$ cat config.mk
export PLATFORM = sky130hd
export DESIGN_NAME = psgd_ram
export DESIGN_NICKNAME = d
export VERILOG_FILES = /design/src/particle_slice_and_grid_deposit_defines.svh /design/src/psgd_ram.sv
export SDC_FILE = /design/constraint.sdc
export NUM_CORES = 1
export LEC_CHECK = 0
export BUFFER_PORTS_ARGS = -buffer_cell sky130_fd_sc_hd__buf_4
export CORE_MARGIN = 8
export CORE_UTILIZATION = 60
export CTS_BUF_LIST = sky130_fd_sc_hd__clkbuf_16
export CTS_CLUSTER_DIAMETER = 80
export DETAILED_ROUTE_END_ITERATION = 8
export HOLD_SLACK_MARGIN = 0.15
export PLACE_DENSITY = 0.78
export SYNTH_ARGS = -nofsm -noshare
export SYNTH_HDL_FRONTEND = slang
export SYNTH_SLANG_ARGS = --single-unit
$ cat constraint.sdc
create_clock -name clk -period 2.3 [get_ports clk]
set_input_delay 0.345 -clock clk [delete_from_list [all_inputs] [get_ports clk]]
set_output_delay 0.345 -clock clk [all_outputs]
set_load 0.01 [all_outputs]
$ cat src/particle_slice_and_grid_deposit_defines.svh
// ----------------------------------------------------------------------------
// Particle slice and grid deposit: assertion macros
// Shared concurrent assertion forms, sampled on clk and disabled in reset.
// ----------------------------------------------------------------------------
`ifndef PARTICLE_SLICE_AND_GRID_DEPOSIT_DEFINES_SVH
`define PARTICLE_SLICE_AND_GRID_DEPOSIT_DEFINES_SVH

// Same-cycle implication.
`define PSGD_ASSERT_IMP(lbl, ante, cons) \
	lbl: assert property (@(posedge clk) disable iff (!arst_n) (ante) |-> (cons)) \
		else $error("psgd assertion failed");

// Next-cycle implication.
`define PSGD_ASSERT_NXT(lbl, ante, cons) \
	lbl: assert property (@(posedge clk) disable iff (!arst_n) (ante) |=> (cons)) \
		else $error("psgd assertion failed");

`endif

$ cat src/psgd_ram.sv
// ----------------------------------------------------------------------------
// psgd_ram
// Simple dual-port synchronous RAM with a registered read port.
// ----------------------------------------------------------------------------
module psgd_ram #(
	parameter int WIDTH = 8,
	parameter int DEPTH = 16,
	parameter int AW    = $clog2(DEPTH)
) (
	input  logic             clk,
	input  logic             we,
	input  logic [AW-1:0]    waddr,
	input  logic [WIDTH-1:0] wdata,
	input  logic             re,
	input  logic [AW-1:0]    raddr,
	output logic [WIDTH-1:0] rdata
);

	logic [WIDTH-1:0] mem [DEPTH];

	always_ff @(posedge clk) begin
		if (we) begin
			mem[waddr] <= wdata;
		end
	end

	always_ff @(posedge clk) begin
		if (re) begin
			rdata <= mem[raddr];
		end
	end

endmodule

==> results.tsv <==
stage	metric	value	unit
die	die area	0.0120	mm²
finish	FILL cells	489	
run_status	outcome	completed	
timing	Final Cycle Share	0.725	
power	LEAKAGE	2.12	nW
finish	diode count	0	
clocking	clock slew at the register clock pins of the worst setup and hold paths	0.06	ns
clocking	hold buffers post-CTS	0	
timing	clock skew	0.0142	ns
routing	Final ANT Viol Nets	0	
logic_synthesis	EDFF count, synth	136	
worst_setup_path	Max FO, Critical Path	22	
die	# rows	34	
flow_run	Max Cap Viol	0	
logic_synthesis	top cells by area, synth	edfxtp_1 78%, mux4_2 7.8%, mux4_1 7.0%	
worst_setup_path	Buf+Inv Stages, Crit Path	2	
worst_setup_path	Req. time, crit path	2.44	ns
global_routing	largest net degree at the start of global routing	33	
timing	WHS	0.245	ns
routing	1st-iter DRT viols	174	
finish	Final #Nets	301	
logic_synthesis	Yosys reg bits	136	
timing	fin. max-slew vios	0	
clocking	Clock Tree Buf Depth	2	
logic_synthesis	Avg Inst Size Synth	22.8	µm²
timing	RSZ-0062 raised after global routing	false	
logic_synthesis	top_reg_cell synth	edfxtp_1	
global_routing	GR Overflow Total	0	
logic_synthesis	mapped cell area	0.00523	mm²
routing	final WL	10.0	mm
die	core box area	0.00859	mm²
worst_setup_path	Worst Setup End Kind	flop	
clocking	setup bufs post-CTS	0	
logic_synthesis	synth unique cells	18	
finish	Synth-to-Final Area Change	18.7	%
hold_path	cell count of the worst hold path	1	
routing	DR WL/cell	24.9	µm
worst_setup_path	critical path cell sequence	buf_4 > buf_4 > mux4_2 > a22oi_1 > nand2_1	
worst_setup_path	max incr delay on CP	0.51	ns
clocking	CTS tree	built	
logic_synthesis	FFs w/ async S/R, synth	0	
global_routing	first-pass GRT wire length	15.6	mm
worst_setup_path	critical path's most frequent cell	buf_4	
die	DIE WIDTH	109	µm
hold_path	min-delay worst type	primary input to flop	
place	number of port buffers	26	
die	starting density of the core	0.608	
routing	Vias	2515	
die	die span in y	109	µm
worst_setup_path	total stage count of the critical path	5	
worst_setup_path	Slowest cell on crit path	mux4_2	
place	detailed placer's ending HPWL	5.96	mm
clocking	CTS root buffer	clkbuf_16	
worst_setup_path	critical path class	primary input to flop	
timing	Hold Fails Final Rpt	0	
global_routing	Overall Global Routing Usage	0.188	
worst_setup_path	Crit path arrival time	1.81	ns
timing	FMAX	599	MHz
worst_setup_path	cell depth of the worst flop-to-flop path	3	
clocking	clk_lat worst skew	0.41	ns
clocking	CTS H-tree lvls	4	
logic_synthesis	YS warnings	0	
power	Cell Pwr Density	921	mW/mm²
timing	# setup viols final	0	
worst_setup_path	CP Launch Type	primary input	
place	placer congestion estimate	0.718	
timing	worst slew pin tran	0.743	ns
logic_synthesis	Post-Syn Instances	229	
clocking	Inserted Clock Buffers	17	
logic_synthesis	cell taking the most area after synthesis	edfxtp_1	
logic_synthesis	most frequent cells after synthesis	136 x edfxtp_1, 18 x mux4_2, 16 x a22oi_1	
worst_setup_path	cell family with most CP delay	buffers and inverters	
clocking	Sink Count	136	
timing	minimum clock period	1.67	ns
finish	fraction of layout cells with a size suffix above 1	0.312	
power	Worst VDD drop	0.667	mV
logic_synthesis	Post-Syn Nets	248	
timing	Final TNS setup	0	ns
routing	DRC errors left	0	
logic_synthesis	Synth top area share	0.781	
routing	Pre-antenna DRT Iters	4	
logic_synthesis	cell with the most instances after synthesis	edfxtp_1	
routing	vias per inst	6.24	
clocking	cts repair resizes	0	
die	Top Ports	27	
global_routing	vias in the first global route	2735	
logic_synthesis	sequential area share after synthesis	0.781	
timing	Slew HR	0.503	
global_routing	initial antenna violation count	0	
[report_power, final]
part	internal (mW)	switching (mW)	total [mW]	leakage, nW
logic	0.121	0.147	0.268	0.596
clock network	1.69	0.952	2.64	0.292
registers	2.79	0.0164	2.81	1.24
[metal layers]
metal,share of wire,wire length [µm],track usage
met5,0,0,0
met4,0.016,162,0.0733
met3,0.078,778,0.0610
met2,0.50,5010,0.292
met1,0.41,4090,0.242
[metrics by stage]
stage                     utilization  area, µm²  setup WS [ns]  total power [mW]  std cells
after CTS                       0.722       6210          0.621              5.76        403
after floorplan                     -       5230          0.462              3.00        229
after global placement          0.654       5620          0.211              3.12        371
after detailed placement        0.654       5620          0.193              3.13        371
final                           0.722       6210          0.632              5.72        403
after global routing            0.722       6210          0.548              5.88        403
[final timing paths]
| check | slack (ns) | end | from |
|---|---|---|---|
| worst min-delay path | 0.25 | rdata[2]$_DFFE_PP_ | re |
| worst max register to register | 0.73 | rdata[3]$_DFFE_PP_ | mem[1][3]$_DFFE_PP_ |
| worst min register to register | 0.77 | rdata[2]$_DFFE_PP_ | mem[11][2]$_DFFE_PP_ |
| worst max-delay path | 0.63 | rdata[1]$_DFFE_PP_ | raddr[0] |
[sequential cells by signal, summed over array words and instances (netlist names)]
signal  count
mem       128
rdata       8
[cell usage in the layout, fill, tap and decap left out, types with 3 or more instances in the layout]
cell       netlist  routed
mux4_2          18      18
mux4_1          14      14
bufinv_16        0       3
a22oi_1         16      16
buf_4            1      43
clkinv_2         0       4
clkbuf_16        0      17
nand2_1          9       9
nor3_1           4       4
nor2_1          13      13
clkinv_4         0       3
edfxtp_1       136     136
[logic make-up (layout without fill, tap and decap cells)]
| family | Yosys count | after routing | share of synthesized area |
|---|---|---|---|
| flip-flops | 136 | 136 | 0.781 |
| AND/OR/NAND/NOR | 35 | 35 | 0.0314 |
| multiplexers | 32 | 32 | 0.148 |
| AO/OA/AOI/OAI | 16 | 16 | 0.0230 |
| buffers and inverters | 10 | 76 | 0.0165 |
[worst reg2reg max path, cell delays in order, from the launching register on]
cell and delay (ns):
edfxtp_1 0.35, mux4_1 0.54, a22oi_1 0.33, nand2_1 0.10
[cell type report]
cell class	count	area [µm²]	share of cell area
clock inverters	15	163	0.0262
well taps	108	135	0.0218
clock buffers	17	425	0.0685
flip-flops and latches	136	4080	0.658
repair buffers	44	343	0.0552
multi-input cells	83	1060	0.170
No activity file was read; power rests on OpenSTA's default activity.
